`src/hw/rtl/i2c_teb_pkg.sv`:
```
// Shared types, constants and codes for the I2C target event buffer.
package i2c_teb_pkg;

    // Receive ring buffer geometry.
    localparam int RX_DEPTH = 64;
    localparam int RX_IDX_W = $clog2(RX_DEPTH);

    // Send register geometry: four bytes, indexed by a 2-bit pointer.
    localparam int TX_DEPTH = 4;
    localparam int TX_IDX_W = 2;
    localparam int SEND_W   = 32;

    // Command codes.
    localparam logic [1:0] CMD_EVENT = 2'd0;
    localparam logic [1:0] CMD_FETCH = 2'd1;
    localparam logic [1:0] CMD_ARM   = 2'd2;

    // Bus event codes.
    localparam logic [2:0] EV_READ_ACK   = 3'd0;
    localparam logic [2:0] EV_DATA_NACK  = 3'd1;
    localparam logic [2:0] EV_WRITE_ACK  = 3'd2;
    localparam logic [2:0] EV_DATA_RX    = 3'd3;
    localparam logic [2:0] EV_STOP       = 3'd4;
    localparam logic [2:0] EV_ERROR      = 3'd5;
    localparam logic [2:0] EV_UNKNOWN    = 3'd6;

    // One request on the input channel.
    typedef struct packed {
        logic [1:0] command;
        logic [2:0] event_kind;
        logic [7:0] rx_byte;
    } in_item_t;

    // One result on the output channel.
    typedef struct packed {
        logic [7:0] tx_byte;
        logic [7:0] fetched_byte;
        logic       fetch_valid;
        logic       overflow_signal;
        logic       release_with_stop;
        logic       busy_res;
        logic       data_available;
        logic       buffer_is_full;
    } out_item_t;

    // Controller to datapath commands.
    typedef struct packed {
        logic capture;
        logic execute;
    } dp_cmd_t;

    // Datapath to controller status.
    typedef struct packed {
        logic out_free;
    } dp_status_t;

endpackage

```
`src/hw/rtl/i2c_target_event_buffer.sv`:
```
// Top level of the I2C target event buffer: controller, datapath and checks.
//
//  Channel  | Signals                          | Handshake
//  ---------+----------------------------------+----------------------------
//  input    | in_valid, in_ready, in_data      | valid/ready, one request
//  output   | out_valid, out_ready, out_data   | valid/ready, one result
//  config   | cfg_we, cfg_wdata                | write enable, no wait
//
// Each request is captured, then executed: the accept cycle reads the receive
// memory at the read pointer; the execute state runs it and loads the output
// register once free. The single read port of the 64-entry memory sets this.
// Reset clears pointers, flags, the send register and the output valid; the
// memory needs no clearing. A result waiting in the output register does not
// block acceptance; only a second result with the register still full stalls.
module i2c_target_event_buffer (
    input  logic                   clk,
    input  logic                   rst_n,
    input  logic                   cfg_we,
    input  logic [31:0]            cfg_wdata,
    input  logic                   in_valid,
    output logic                   in_ready,
    input  i2c_teb_pkg::in_item_t  in_data,
    output logic                   out_valid,
    input  logic                   out_ready,
    output i2c_teb_pkg::out_item_t out_data
);
    import i2c_teb_pkg::*;

    dp_cmd_t    cmd;
    dp_status_t status;

    // Controller.
    i2c_teb_ctrl u_ctrl (
        .clk      (clk),
        .rst_n    (rst_n),
        .in_valid (in_valid),
        .in_ready (in_ready),
        .status   (status),
        .cmd      (cmd)
    );

    // Datapath.
    i2c_teb_datapath u_datapath (
        .clk       (clk),
        .rst_n     (rst_n),
        .cfg_we    (cfg_we),
        .cfg_wdata (cfg_wdata),
        .in_data   (in_data),
        .cmd       (cmd),
        .status    (status),
        .out_valid (out_valid),
        .out_ready (out_ready),
        .out_data  (out_data)
    );

    // An accepted request blocks the next accept until it has executed.
    a_one_at_a_time: assert property (@(posedge clk) disable iff (!rst_n)
        (in_valid && in_ready) |=> !in_ready)
        else $error("request accepted while another was executing");

    // Capture and execute never coincide.
    a_cmd_exclusive: assert property (@(posedge clk) disable iff (!rst_n)
        !(cmd.capture && cmd.execute))
        else $error("capture and execute in the same cycle");

    // A dropped byte only happens with the buffer full.
    a_overflow_full: assert property (@(posedge clk) disable iff (!rst_n)
        out_valid |-> !(out_data.overflow_signal && !out_data.buffer_is_full))
        else $error("overflow reported with buffer not full");

    // A full buffer always reports data available.
    a_full_has_data: assert property (@(posedge clk) disable iff (!rst_n)
        out_valid |-> !(out_data.buffer_is_full && !out_data.data_available))
        else $error("full buffer reported without data");

endmodule

```
`src/hw/rtl/i2c_teb_ctrl.sv`:
```
// Controller state machine: sequences capture and execute of each request.
module i2c_teb_ctrl (
    input  logic                   clk,
    input  logic                   rst_n,
    input  logic                   in_valid,
    output logic                   in_ready,
    input  i2c_teb_pkg::dp_status_t status,
    output i2c_teb_pkg::dp_cmd_t    cmd
);
    import i2c_teb_pkg::*;

    localparam logic ST_IDLE = 1'b0;
    localparam logic ST_EXEC = 1'b1;

    logic state_reg;
    logic state_next;

    // Requests are taken only when no earlier request is still executing.
    assign in_ready    = (state_reg == ST_IDLE);
    assign cmd.capture = in_valid && in_ready;
    assign cmd.execute = (state_reg == ST_EXEC) && status.out_free;

    // Next-state logic.
    always_comb
    begin
        state_next = state_reg;
        unique case (state_reg)
            ST_IDLE:
            begin
                if (cmd.capture)
                    state_next = ST_EXEC;
            end
            ST_EXEC:
            begin
                if (status.out_free)
                    state_next = ST_IDLE;
            end
            default:
            begin
                state_next = ST_IDLE;
            end
        endcase
    end

    // State register.
    always_ff @(posedge clk or negedge rst_n)
    begin
        if (!rst_n)
            state_reg <= ST_IDLE;
        else
            state_reg <= state_next;
    end

endmodule

```
`src/hw/rtl/i2c_teb_datapath.sv`:
```
// Datapath: receive memory, ring pointers, send register, flags, result register.
module i2c_teb_datapath (
    input  logic                   clk,
    input  logic                   rst_n,
    input  logic                   cfg_we,
    input  logic [31:0]            cfg_wdata,
    input  i2c_teb_pkg::in_item_t  in_data,
    input  i2c_teb_pkg::dp_cmd_t   cmd,
    output i2c_teb_pkg::dp_status_t status,
    output logic                   out_valid,
    input  logic                   out_ready,
    output i2c_teb_pkg::out_item_t out_data
);
    import i2c_teb_pkg::*;

    localparam logic [RX_IDX_W-1:0] RX_LAST = RX_IDX_W'(RX_DEPTH - 1);
    localparam logic [TX_IDX_W-1:0] TX_LAST = TX_IDX_W'(TX_DEPTH - 1);

    logic [7:0]          mem [RX_DEPTH];
    logic [7:0]          rd_data_reg;
    in_item_t            item_reg;
    logic [SEND_W-1:0]   send_bytes_reg;
    logic [RX_IDX_W-1:0] wr_idx_reg, wr_idx_next;
    logic [RX_IDX_W-1:0] rd_idx_reg, rd_idx_next;
    logic                full_reg, full_next;
    logic [TX_IDX_W-1:0] send_idx_reg, send_idx_next;
    logic                busy_reg, busy_next;
    logic                out_valid_reg;
    out_item_t           out_data_reg;
    out_item_t           result;
    logic                mem_we;
    logic                has_data;

    assign has_data        = full_reg || (wr_idx_reg != rd_idx_reg);
    assign status.out_free = !out_valid_reg || out_ready;
    assign out_valid       = out_valid_reg;
    assign out_data        = out_data_reg;

    // Execute one request: next pointer and flag values plus the result.
    always_comb
    begin
        wr_idx_next   = wr_idx_reg;
        rd_idx_next   = rd_idx_reg;
        full_next     = full_reg;
        send_idx_next = send_idx_reg;
        busy_next     = busy_reg;
        mem_we        = 1'b0;
        result        = '0;
        unique case (item_reg.command)
            CMD_EVENT:
            begin
                unique case (item_reg.event_kind)
                    EV_READ_ACK:
                    begin
                        result.tx_byte = send_bytes_reg[send_idx_reg*8 +: 8];
                        send_idx_next  = (send_idx_reg == TX_LAST) ? '0
                                       : TX_IDX_W'(send_idx_reg + 1'b1);
                        busy_next      = 1'b1;
                    end
                    EV_WRITE_ACK:
                    begin
                        busy_next = 1'b1;
                    end
                    EV_DATA_RX:
                    begin
                        if (full_reg)
                        begin
                            result.overflow_signal = 1'b1;
                        end
                        else
                        begin
                            mem_we      = 1'b1;
                            wr_idx_next = (wr_idx_reg == RX_LAST) ? '0
                                        : RX_IDX_W'(wr_idx_reg + 1'b1);
                            full_next   = (wr_idx_next == rd_idx_reg);
                        end
                        busy_next = 1'b1;
                    end
                    EV_ERROR:
                    begin
                        result.release_with_stop = 1'b1;
                    end
                    default:
                    begin
                        // Data NACK, stop, unknown and unused codes end the transfer.
                        busy_next = 1'b0;
                    end
                endcase
            end
            CMD_FETCH:
            begin
                if (has_data)
                begin
                    result.fetched_byte = rd_data_reg;
                    result.fetch_valid  = 1'b1;
                    rd_idx_next         = (rd_idx_reg == RX_LAST) ? '0
                                        : RX_IDX_W'(rd_idx_reg + 1'b1);
                    full_next           = 1'b0;
                end
            end
            CMD_ARM:
            begin
                send_idx_next = '0;
                busy_next     = 1'b1;
            end
            default:
            begin
                // Unused command: status only.
            end
        endcase
        result.busy_res       = busy_next;
        result.data_available = full_next || (wr_idx_next != rd_idx_next);
        result.buffer_is_full = full_next;
    end

    // Receive memory: write on execute, registered read at capture.
    always_ff @(posedge clk)
    begin
        if (cmd.execute && mem_we)
            mem[wr_idx_reg] <= item_reg.rx_byte;
        if (cmd.capture)
            rd_data_reg <= mem[rd_idx_reg];
    end

    // Captured request and result payload.
    always_ff @(posedge clk)
    begin
        if (cmd.capture)
            item_reg <= in_data;
        if (cmd.execute)
            out_data_reg <= result;
    end

    // Send register.
    always_ff @(posedge clk or negedge rst_n)
    begin
        if (!rst_n)
            send_bytes_reg <= '0;
        else if (cfg_we)
            send_bytes_reg <= cfg_wdata;
    end

    // Pointers, flags and output valid.
    always_ff @(posedge clk or negedge rst_n)
    begin
        if (!rst_n)
        begin
            wr_idx_reg    <= '0;
            rd_idx_reg    <= '0;
            full_reg      <= 1'b0;
            send_idx_reg  <= '0;
            busy_reg      <= 1'b0;
            out_valid_reg <= 1'b0;
        end
        else
        begin
            if (cmd.execute)
            begin
                wr_idx_reg   <= wr_idx_next;
                rd_idx_reg   <= rd_idx_next;
                full_reg     <= full_next;
                send_idx_reg <= send_idx_next;
                busy_reg     <= busy_next;
            end
            if (cmd.execute)
                out_valid_reg <= 1'b1;
            else if (out_ready)
                out_valid_reg <= 1'b0;
        end
    end

endmodule

```
`config.mk`:
```
export PLATFORM = sky130hd
export DESIGN_NAME = i2c_target_event_buffer
export DESIGN_NICKNAME = d
export VERILOG_FILES = /design/src/hw/rtl/i2c_teb_pkg.sv /design/src/hw/rtl/i2c_target_event_buffer.sv /design/src/hw/rtl/i2c_teb_ctrl.sv /design/src/hw/rtl/i2c_teb_datapath.sv
export SDC_FILE = /design/constraint.sdc
export NUM_CORES = 1
export LEC_CHECK = 0
export ABC_CLOCK_PERIOD_IN_PS = 6000
export BUFFER_PORTS_ARGS = -buffer_cell sky130_fd_sc_hd__buf_2
export CORE_UTILIZATION = 31
export CTS_BUF_LIST = sky130_fd_sc_hd__clkbuf_4
export DETAILED_ROUTE_END_ITERATION = 16
export SYNTH_ARGS = -nofsm -noshare
export SYNTH_HDL_FRONTEND = slang
export SYNTH_SLANG_ARGS = --single-unit
```
`constraint.sdc`:
```
create_clock -name clk -period 6 [get_ports clk]
set_input_delay 0.3 -clock clk [delete_from_list [all_inputs] [get_ports clk]]
set_output_delay 0.3 -clock clk [all_outputs]
set_load 0.005 [all_outputs]
```
# Word-level counts from Yosys, hierarchy flattened
# Memories as Yosys holds them, arrays and structs flattened. A register that Yosys moved wholly into a read port is not among the register bits.
# Index checks and enable logic that the tools add are counted.
# word_totals
ramBits,512
out_inout_bits,24
mem_count,1
register_bits,85
in_bits,50
# mem_list
memory,words,word_bits,rd,rd_clocked_by_memory_dff,write_ports,line,source
u_datapath.mem,64,8,1,1,1,i2c_teb_datapath.sv:19,logic [7:0] mem [RX_DEPTH];
# classes
eq_ne,12
reduce_logical,16
bitwise_logic,1
mux,29
addsub,3
shift,1
# op_table
operator,n
$mux 6,7
$shiftx 32x6->8,1
$mux 1,15
$add 6x1->6 const B,2
$eq 6x6->1 const B,2
$ne 6x6->1,2
$pmux 1 s2,4
$eq 3x2->1 const B,2
$eq 6x6->1,1
$reduce_and 2->1,3
$eq 2x2->1 const B,2
$mux 2,2
$pmux 2 s2,1
$reduce_bool 2->1,2
$eq 3x3->1 const B,1
$logic_and 1x1->1,3
$logic_not 3->1,1
$logic_or 1x1->1,3
$reduce_and 3->1,1
$reduce_or 3->1,1
$add 2x1->2 const B,1
$eq 2x1->1 const B,1
$logic_not 2->1,1
$ne 2x2->1 const B,1
2 further kinds,2

# Logic depth before layout (Yosys ltp)
# Gate-level depths: netlist of the first run.
# logic_depth
ltp_word,7
ltp_mapped,10
depth_no_buf,8

# Modules after synthesis
# A second synthesis of the first run with hierarchy kept.
# unflattened
hier_cells,1140
hier_area_um2,24000.5
# by_module_without_submodules
mod,cells_per_inst,area_per_inst_um2,seq_area_each_um2,n_inst
i2c_teb_datapath,1135,23949.2,17892.2,1
i2c_teb_ctrl,5,51.3,25.0,1

# Worst setup path before layout of the first run
# OpenSTA, ideal clock, no wires.
# synth_path
path_kind,register to register
start,register u_datapath.item_reg[12] (netlist name)
end,"memory u_datapath.mem[46][0], enable pin"
setup_slack_ns,3.375
arrival_time_ns,2.255
path_stages_with_launch,8
setup_time_ns,0.370
t_required_ns,5.630
period_less_slack_ns,2.625
path_cell_list,edfxtp_1 clkbuf_1 or4b_1 nor2_1 nand2_1 nor2_1 nand3_1 nor2_1
# synth_between
elab_chain_len,5
# synth_rtl
element,line,source
from (decl),i2c_teb_datapath.sv:21,in_item_t item_reg;
from (signal assigned),i2c_teb_datapath.sv:129,item_reg <= in_data;
$logic_not 2->1,i2c_teb_datapath.sv:49,unique case (item_reg.command)
$mux 1,i2c_teb_datapath.sv:49,
$logic_and 1x1->1,i2c_teb_datapath.sv:119,if (cmd.execute && mem_we)
$mux 1,i2c_teb_datapath.sv:119,
$mux 1 (implied by the code),i2c_teb_datapath.sv:120,mem[wr_idx_reg] <= item_reg.rx_byte;
to (decl),i2c_teb_datapath.sv:19,
# No other way between the ends.

# Worst setup path after layout of the first run
# layout_path
start,register u_datapath.item_reg[11] (netlist name)
end,"memory u_datapath.mem[2][1], enable pin"
# Same word-level chain as after synthesis.

==> flow_summary.yaml, run 1 <==
sta:
  finalSetupViolations: 0
  rsz0062_at_grt: "false"
  max_freq_mhz: 262.3
  setup_tns_ns: 0
  final.period_utilization_pct: 63.54
  max_slew_margin_pct: 19.94
  hold_viol_final: 0
  clock_skew_ns: 0.04269
  period_needed_ns: 3.812
  report.final.slew_viol_count: 0
  worst_pin_slew_ns: 1.196
yosys:
  synth_area_per_cell_um2: 20.92
  synth_cell_types: 52
  syn_nets: 1201
  synth_area_um2: 24020
  async_flop_share_pct: 8.264
  synth_edf_count: 555
  synth_seq_cells: 605
  synth-seq-area-share_pct: 74.61
  synthCells: 1148
  synthFlopType: "edfxtp_1"
  ys_warn_count: 0
clocking:
  clockBufferDepth: 3
  cts.sinks: 605
  cts_tree: "done"
  cts_resized: 0
  clock_latency_ns: 0.99
  post_cts_buffers: 0
  cts-root-buf: "clkbuf_4"
  h-tree-depth: 4
  cts-buffers-inserted: 156
  clk_pin_slew_ns: 0.06
routing:
  drt-total-wl_um: 54840
  ant_nets: 0
  drt_iter0_markers: 1015
  vias: 12530
  wl_per_cell_um: 21.30
  remaining_drc_errors: 0
  viasPerCell: 4.866
  first_pass_iters: 5
power:
  ir_drop_v: 0.0002018
  power.density_nw_per_um2: 393.5
  total_power_w: 0.01120
  p_leak_nw: 9.210
floorplanning:
  io_pins: 74
  die_h_um: 280.3
  fp.dieW_um: 280.3
  rows: 101
  die_area_um2: 78590
  core_um2: 76330
  start_util_pct: 31.46
placement:
  dp_hpwl_um: 31920
  place_congestion: 0.7951
  io_buffers: 73
grt:
  overflow: 0
  grt_pass1_vias: 13360
  grt_pass1_wl_um: 82720
  antenna_found_initial: 2
  grt_max_degree: 79
  track_usage_pct: 14.33
cells_and_area:
  largest_register_ffs: 512
  layout.cells.most_common_list: "555 x edfxtp_1, 219 x clkbuf_4, 176 x mux4_2, 96 x dlygate4sd3_1, 83 x nor2_1"
  mostFrequentLayoutCell: "edfxtp_1"
  layout-drive-gt1-share_pct: 35.65
  fin_nets: 1485
  area_growth_pct: 18.52
worst_setup_path:
  start_kind: "register"
  path_class: "reg -> reg"
  required_ns: 6.56
  cp_max_fo: 11
  worst_setup_path_end_kind: "register"
  crit_arrival_ns: 4.38
  reg2reg_depth: 6
worst_hold_path:
  hold_path_class: "in -> reg"
  holdPathStages: 2
run:
  drv_cap: 0
run_status:
  status: "finished clean"
==> worst max-delay path: stages (launching register included) <==
cell	delay (ns)
edfxtp_1	0.52
or4b_1	0.59
nor2_1	0.29
nand2_1	0.22
nor2_1	0.27
nand3b_1	0.56
nor2_1	0.93
==> final timing paths <==
path	endpoint	startpoint	slack, ns
max	u_datapath.mem[2][1]$_DFFE_PP_	u_datapath.item_reg[11]$_DFFE_PP_	2.19
min	u_datapath.item_reg[10]$_DFFE_PP_	in_data[10]	0.13
max reg2reg	u_datapath.mem[2][1]$_DFFE_PP_	u_datapath.item_reg[11]$_DFFE_PP_	2.19
min reg2reg	u_datapath.out_valid$_DFFE_PN0P_	u_datapath.out_valid$_DFFE_PN0P_	0.54
max in group asynchronous	u_datapath.rd_idx_reg[1]$_DFFE_PN0P_	rst_n	4.92
min in group asynchronous	u_datapath.send_bytes_reg[6]$_DFFE_PN0P_	rst_n	0.57
==> kinds of logic (layout without fill, tap and decap cells) <==
| family | count (synthesis) | in the layout | share of synthesized area, % |
|---|---|---|---|
| AO/OA/AOI/OAI | 51 | 51 | 1.329 |
| XOR/XNOR | 18 | 18 | 0.6565 |
| adder cells (fa/ha/maj) | 3 | 3 | 0.1563 |
| buffers and inverters | 73 | 462 | 1.407 |
| flip-flops | 605 | 605 | 74.61 |
| multiplexers | 212 | 212 | 18.18 |
| other | 0 | 7 | 0 |
| AND/OR/NAND/NOR | 186 | 186 | 3.668 |
==> metrics by stage <==
stage                     hold slack (ns)  area [µm²]  std cells  util [%]  setup slack, ns
final                              0.1278       28460       2574     37.29            2.188
after CTS                         0.01575       28450       2567     37.27            2.192
after global placement             0.4655       25560       2208     33.48            2.325
after floorplan                  0.004409       24020       1148         -            3.375
after detailed placement           0.4733       25560       2208     33.48            2.265
after global routing              0.04065       28460       2574     37.29            1.970
==> metal layers <==
| layer | part of all wire (%) | routed length [µm] | global-route usage (%) | vias up |
|---|---|---|---|---|
| li1 | - | - | - | 5390 |
| met1 | 44 | 23990 | 19.06 | 6587 |
| met2 | 48 | 26070 | 22.54 | 467 |
| met3 | 6.7 | 3658 | 3.606 | 82 |
| met4 | 2.0 | 1108 | 5.549 | 0 |
| met5 | 0 | 0 | 0 | - |
==> synthesized netlist by cell type, drive strengths merged (2+ instances only) <==
cell    instances  area share (%)
a21o            3           0.094
dfrtp          50             5.2
nor3b           2           0.063
nand2b          4            0.10
nand3           9            0.19
and2            9            0.23
a211oi          2           0.063
o21ai          24            0.50
or2             2           0.052
or3             4            0.10
buf            33            0.78
edfxtp        555              69
inv             7            0.11
nand2          31            0.48
xor2            8            0.29
clkbuf         32            0.50
a22oi           2           0.063
mux2i           3            0.13
nor2           83             1.3
nor3            8            0.17
nand4b          2           0.073
nor4            2           0.052
xnor2          10            0.36
ha              3            0.16
a31oi           3           0.078
mux4          176              17
a21oi           6            0.13
nand3b          2           0.063
and3            8            0.21
nor4b           2           0.073
mux2           33             1.5
nor2b          14            0.36
==> area by class of cell <==
class | instances | area [µm²]
Antenna cell | 7 | 17.52
Fill cell | 7025 | 47860
Inverter | 8 | 30.03
Sequential cell | 605 | 17930
Multi-Input combinational cell | 470 | 5768
Clock inverter | 44 | 282.8
Timing Repair Buffer | 191 | 1504
Tap cell | 1030 | 1289
Clock buffer | 219 | 1644
==> timing repair <==
| item | in CTS | in global routing |
|---|---|---|
| endpoints found under the setup margin | 0 | 0 |
| hold buffers | 96 | 0 |
| hold endpoints to repair | 120 | 0 |
==> power breakdown <==
group | switching (W) | leakage [nW] | internal (W)
clock | 0.00162 | 1.12 | 0.00181
sequential | 0.000321 | 5.61 | 0.00492
combinational | 0.00122 | 2.48 | 0.00131
Power figures use the tool's default switching activity.
==> run 2, diff against run 1 <==
--- a/config.mk
+++ b/config.mk
@@ -5,7 +5,8 @@
 export SDC_FILE = /design/constraint.sdc
 export NUM_CORES = 1
 export LEC_CHECK = 0
-export ABC_CLOCK_PERIOD_IN_PS = 6000
+export ABC_AREA = 1
+export ABC_CLOCK_PERIOD_IN_PS = 3480
 export BUFFER_PORTS_ARGS = -buffer_cell sky130_fd_sc_hd__buf_2
 export CORE_UTILIZATION = 31
 export CTS_BUF_LIST = sky130_fd_sc_hd__clkbuf_4
==> constraint.sdc (replaced) <==
create_clock -name clk -period 3.48 [get_ports clk]
set_input_delay 0.174 -clock clk [delete_from_list [all_inputs] [get_ports clk]]
set_output_delay 0.174 -clock clk [all_outputs]
set_load 0.005 [all_outputs]
==> run 2 against run 1 <==
Die area increased by 2.2%. Largest power group unchanged. Sequential power is 68% higher. Via count grew 44%. Critical path type unchanged. Count of clock-buffer cells in the layout grew 7.
==> flow_summary.yaml, run 2 <==
worst_setup_path:
  crit_arrival_ns: 3.61
  path_class: "reg -> reg"
  cp_max_fo: 8
  worst_setup_path_end_kind: "register"
  reg2reg_depth: 9
  start_kind: "register"
  required_ns: 4.07
clocking:
  h-tree-depth: 4
  clockBufferDepth: 3
  cts-buffers-inserted: 154
  clock_latency_ns: 0.99
  clk_pin_slew_ns: 0.07
  cts_tree: "done"
  cts_resized: 0
  post_cts_buffers: 0
  cts-hold-fix-buffers: 145
  cts-root-buf: "clkbuf_4"
  cts.sinks: 605
power:
  combPwrFrac_pct: 30.2
  ir_drop_v: 0.0003769
  p_clk_share_pct: 28.9
  internal_power_w: 0.01366
  seq_power_share_pct: 40.9
  p_leak_nw: 10.29
  power.density_nw_per_um2: 725.0
  switching_share_pct: 36.50
  switchingPower_w: 0.007852
routing:
  first_pass_iters: 6
  drt-total-wl_um: 71940
  wl_per_cell_um: 20.73
  remaining_drc_errors: 0
  drt_iter0_markers: 1740
  viasPerCell: 5.187
  ant_nets: 0
  vias: 18000
yosys:
  synth_area_per_cell_um2: 12.25
  synth-seq-area-share_pct: 72.99
  synth_edf_count: 555
  synth_top_area_share_pct: 67.89
  ys_top_cells_by_area: "edfxtp_1 68%, o21ai_0 6.3%, nor2_1 5.7%"
  synthFlopType: "edfxtp_1"
  synth_seq_cells: 605
  syn_nets: 2057
  synth.largest_area_cell: "edfxtp_1"
  async_flop_share_pct: 8.264
  ys_warn_count: 0
  synth_common_cells: "555 x edfxtp_1, 373 x nor2_1, 309 x o21ai_0, 189 x nand2_1, 110 x nand3_1"
  synth.most_common_cell: "edfxtp_1"
  synthCells: 2004
  synth_area_um2: 24550
  synth_cell_types: 32
sta:
  setup_tns_ns: 0
  finalSetupViolations: 0
  worst_pin_slew_ns: 1.343
  max_freq_mhz: 331.2
  rsz0062_at_grt: "false"
  max_slew_margin_pct: 10.38
  clock_skew_ns: 0.05277
  final.period_utilization_pct: 86.76
  report.final.slew_viol_count: 0
  hold_viol_final: 0
  period_needed_ns: 3.019
run:
  drv_cap: 0
worst_hold_path:
  hold_path_class: "in -> async"
cells_and_area:
  layout.cells.most_common_list: "555 x edfxtp_1, 371 x nor2_1, 309 x o21ai_0, 226 x clkbuf_4, 189 x nand2_1"
  stdcell_count: 3470
  fill_cells: 7417
  area_growth_pct: 20.87
  fin_nets: 2365
  layout-drive-gt1-share_pct: 17.31
  largest_register_ffs: 512
  mostFrequentLayoutCell: "edfxtp_1"
placement:
  dp_cells: 3051
  io_buffers: 73
  place_congestion: 0.8844
  dp_hpwl_um: 40440
grt:
  grt_max_degree: 143
  grt_pass1_vias: 17870
  track_usage_pct: 17.70
  grt_pass1_wl_um: 107900
  overflow: 0
  antenna_found_initial: 4
floorplanning:
  start_util_pct: 31.53
  die_h_um: 283.4
  core_um2: 77850
  fp.dieW_um: 283.4
  rows: 102
  die_area_um2: 80310
  io_pins: 74
run_status:
  status: "finished clean"
[run 2: logic make-up (layout without fill, tap and decap cells)]
| kind of cell | after synthesis | count (layout) | synth area share [%] |
|---|---|---|---|
| simple gates | 700 | 700 | 11.66 |
| flops | 605 | 605 | 72.99 |
| compound gates | 487 | 487 | 11.14 |
| buf+inv | 191 | 613 | 3.252 |
| mux | 16 | 16 | 0.7340 |
| fa+ha+maj | 3 | 3 | 0.1529 |
| xor+xnor | 2 | 2 | 0.07137 |
| other cells | 0 | 4 | 0 |
[run 2: metrics by stage]
stage	setup WS [ns]	utilization [%]	area, µm²	total power (W)	hold WS [ns]
3_3_place_gp	0.5870	33.62	26170	0.01508	0.3518
4_1_cts	0.5076	38.10	29660	0.02147	0.2540
3_5_place_dp	0.5130	33.62	26170	0.01511	0.3521
5_1_grt	0.2393	38.11	29670	0.02255	0.3517
2_1_floorplan	1.295	-	24550	0.01281	-0.1216
6_report	0.4608	38.11	29670	0.02151	0.3921
[run 2: worst paths after layout]
path	start	endpoint	slack [ns]
max in group asynchronous	rst_n	u_datapath.rd_idx_reg[1]$_DFFE_PN0P_	2.81
min in group clk	cfg_we	u_datapath.send_bytes_reg[15]$_DFFE_PN0P_	0.42
setup / recovery	u_datapath.item_reg[12]$_DFFE_PP_	u_datapath.mem[23][6]$_DFFE_PP_	0.46
setup reg to reg	u_datapath.item_reg[12]$_DFFE_PP_	u_datapath.mem[23][6]$_DFFE_PP_	0.46
hold / removal	rst_n	u_datapath.send_bytes_reg[27]$_DFFE_PN0P_	0.39
hold reg to reg	u_datapath.out_valid$_DFFE_PN0P_	u_datapath.out_valid$_DFFE_PN0P_	0.50
[run 2: layout make-up]
cell class              count  area, µm²  area share, %
flip-flops and latches    605      17920          60.41
multi-input cells        1208       5837          19.67
clock inverters            44      320.3          1.080
clock buffers             226       1697          5.718
inverters                  70      270.3         0.9109
well taps                1040       1301          4.386
repair buffers            273       2310          7.785
diodes                      4      10.01        0.03374
[run 2: per-layer routing]
layer / vias to the layer above / share of wire, % / track usage, %
li1: 8024 / - / -
met1: 8807 / 41 / 23.01
met2: 987 / 46 / 27.68
met3: 180 / 8.6 / 3.762
met4: 0 / 3.9 / 9.486
met5: - / 0 / 0
[run 2: power by group through the flow]
stage	Clock [W]	Combinational, W	Sequential [W]
6_report	0.00621	0.00650	0.00880
5_1_grt	0.00671	0.00701	0.00882
4_1_cts	0.00634	0.00634	0.00879
3_5_place_dp	0	0.00617	0.00894
3_3_place_gp	0	0.00614	0.00894
2_1_floorplan	0	0.00390	0.00891
[run 2: worst max-delay path, stage by stage (launching register included)]
cell and delay (ns):
edfxtp_1 0.42, inv_1 0.11, nand2_2 0.08, inv_1 0.08, nand3_1 0.17, nor2_2 0.27, inv_2 0.12, nor2_2 0.22
nand2_1 0.47, nor2_1 0.69
==> run 3, diff against run 2 <==
--- a/config.mk
+++ b/config.mk
@@ -8,7 +8,7 @@
 export ABC_AREA = 1
 export ABC_CLOCK_PERIOD_IN_PS = 3480
 export BUFFER_PORTS_ARGS = -buffer_cell sky130_fd_sc_hd__buf_2
-export CORE_UTILIZATION = 31
+export CORE_UTILIZATION = 45
 export CTS_BUF_LIST = sky130_fd_sc_hd__clkbuf_4
 export DETAILED_ROUTE_END_ITERATION = 16
 export SYNTH_ARGS = -nofsm -noshare
==> run 3 against run 2 <==
Design area is 1.9% lower. Routed wire length is 0.72% lower. Die area is 31% lower. Sequential share of layout area is 1.1 points higher. Utilization is 16 points higher. Highest routed layer unchanged.
==> flow_summary.yaml, run 3 (synthesis results as in run 2) <==
run_status:
  status: "finished clean"
clocking:
  cts_tree: "done"
  cts.sinks: 605
  clockBufferDepth: 3
  cts-buffers-inserted: 153
  cts-root-buf: "clkbuf_4"
  clock_latency_ns: 1.01
  h-tree-depth: 4
  clk_pin_slew_ns: 0.09
sta:
  max_freq_mhz: 330.9
  setup_slack_ns: 0.4578
  report.final.slew_viol_count: 0
  rsz0062_at_grt: "false"
  clock_skew_ns: 0.05156
  hold_viol_final: 0
  final.period_utilization_pct: 86.84
  finalSetupViolations: 0
  hold_slack_ns: 0.3617
  worst_pin_slew_ns: 0.9722
  setup_tns_ns: 0
  period_needed_ns: 3.022
  max_slew_margin_pct: 35.18
floorplanning:
  fp.dieW_um: 235.6
  core_um2: 53810
  io_pins: 74
  rows: 85
  die_area_um2: 55490
  die_h_um: 235.6
  start_util_pct: 45.61
worst_setup_path:
  required_ns: 4.10
  path_class: "reg -> reg"
  reg2reg_depth: 9
  cp_max_fo: 8
  worst_setup_path_end_kind: "register"
  crit_arrival_ns: 3.64
  start_kind: "register"
grt:
  grt_pass1_vias: 18020
  track_usage_pct: 26.27
  grt_max_degree: 217
  antenna_found_initial: 4
  overflow: 0
  grt_pass1_wl_um: 108800
cells_and_area:
  mostFrequentLayoutCell: "edfxtp_1"
  area_growth_pct: 18.62
  layout.cells.most_common_list: "555 x edfxtp_1, 371 x nor2_1, 309 x o21ai_0, 216 x clkbuf_4, 189 x nand2_1"
  layout-drive-gt1-share_pct: 16.94
  largest_register_ffs: 512
  fin_nets: 2358
  fill_cells: 4549
  design_area_um2: 29120
routing:
  remaining_drc_errors: 0
  drt-total-wl_um: 71430
  first_pass_iters: 6
  drt_iter0_markers: 2190
  wl_per_cell_um: 22.93
  ant_nets: 0
  vias: 17750
  viasPerCell: 5.697
power:
  combPwrFrac_pct: 29.7
  p_clk_share_pct: 28.7
  ir_drop_v: 0.0005508
  total_power_w: 0.02132
  switching_share_pct: 36.49
  p_leak_nw: 10.22
  internal_power_w: 0.01354
  power.density_nw_per_um2: 732.3
  seq_power_share_pct: 41.6
  switchingPower_w: 0.007781
placement:
  place_congestion: 0.8636
  dp_hpwl_um: 39260
  placed_cell_area_um2: 25700
  place_ws_ns: 0.5490
  io_buffers: 73
run:
  drv_cap: 0
worst_hold_path:
  hold_path_class: "in -> async"
==> run 3: cell type report <==
cell class,count,area (µm²),share of cell area (%)
Timing Repair Buffer,267,2247,7.717
Clock inverter,49,336.6,1.156
Antenna cell,4,10.01,0.03437
Inverter,70,270.3,0.9281
Sequential cell,605,17930,61.56
Clock buffer,216,1622,5.569
Multi-Input combinational cell,1208,5837,20.04
Tap cell,696,870.8,2.991
==> run 3: critical path, stage by stage, from the launching register on <==
cell	delay, ns
edfxtp_1	0.43
inv_1	0.11
nand2_2	0.09
inv_1	0.09
nand3_1	0.17
nor2_2	0.27
inv_2	0.13
nor2_2	0.22
nand3_2	0.41
nor2_1	0.67
==> run 3: per-layer routing <==
layer | GRT usage, % | vias to the layer above | wire length (µm)
li1 | - | 7992 | -
met3 | 6.508 | 182 | 5813
met5 | 0 | - | 0
met1 | 34.61 | 8644 | 29370
met2 | 40.87 | 929 | 33510
met4 | 12.66 | 0 | 2736
==> run 3: repair_timing <==
item / CTS / global route
hold buffers: 145 / 0
resized for setup: 0 / 0
endpoints found under the hold margin: 129 / 0
setup endpoints to repair: 0 / 0
setup buffers: 0 / 0
==> run 3: power by group through the flow <==
stage                     Clock, W  Combinational [W]  Sequential [W]
after global routing       0.00662            0.00691         0.00888
after detailed placement         0            0.00608         0.00900
after CTS                  0.00622            0.00625         0.00884
after global placement           0            0.00604         0.00899
final                      0.00613            0.00633         0.00887
after floorplan                  0            0.00390         0.00891
==> run 3: path summary, 6_finish.rpt <==
path / from / endpoint / slack (ns)
max: u_datapath.item_reg[12]$_DFFE_PP_ / u_datapath.mem[9][5]$_DFFE_PP_ / 0.46
min: rst_n / u_datapath.send_bytes_reg[18]$_DFFE_PN0P_ / 0.36
max reg2reg: u_datapath.item_reg[12]$_DFFE_PP_ / u_datapath.mem[9][5]$_DFFE_PP_ / 0.46
min reg2reg: u_datapath.out_valid$_DFFE_PN0P_ / u_datapath.out_valid$_DFFE_PN0P_ / 0.51
max in group asynchronous: rst_n / u_datapath.rd_idx_reg[0]$_DFFE_PN0P_ / 1.99
min in group clk: cfg_we / u_datapath.send_bytes_reg[16]$_DFFE_PN0P_ / 0.40
==> run 3: through the flow <==
stage	utilization, %	instances
after floorplan	-	2004
after global placement	47.76	2701
after detailed placement	47.76	2701
after CTS	54.09	3111
after global routing	54.11	3114
final	54.11	3115
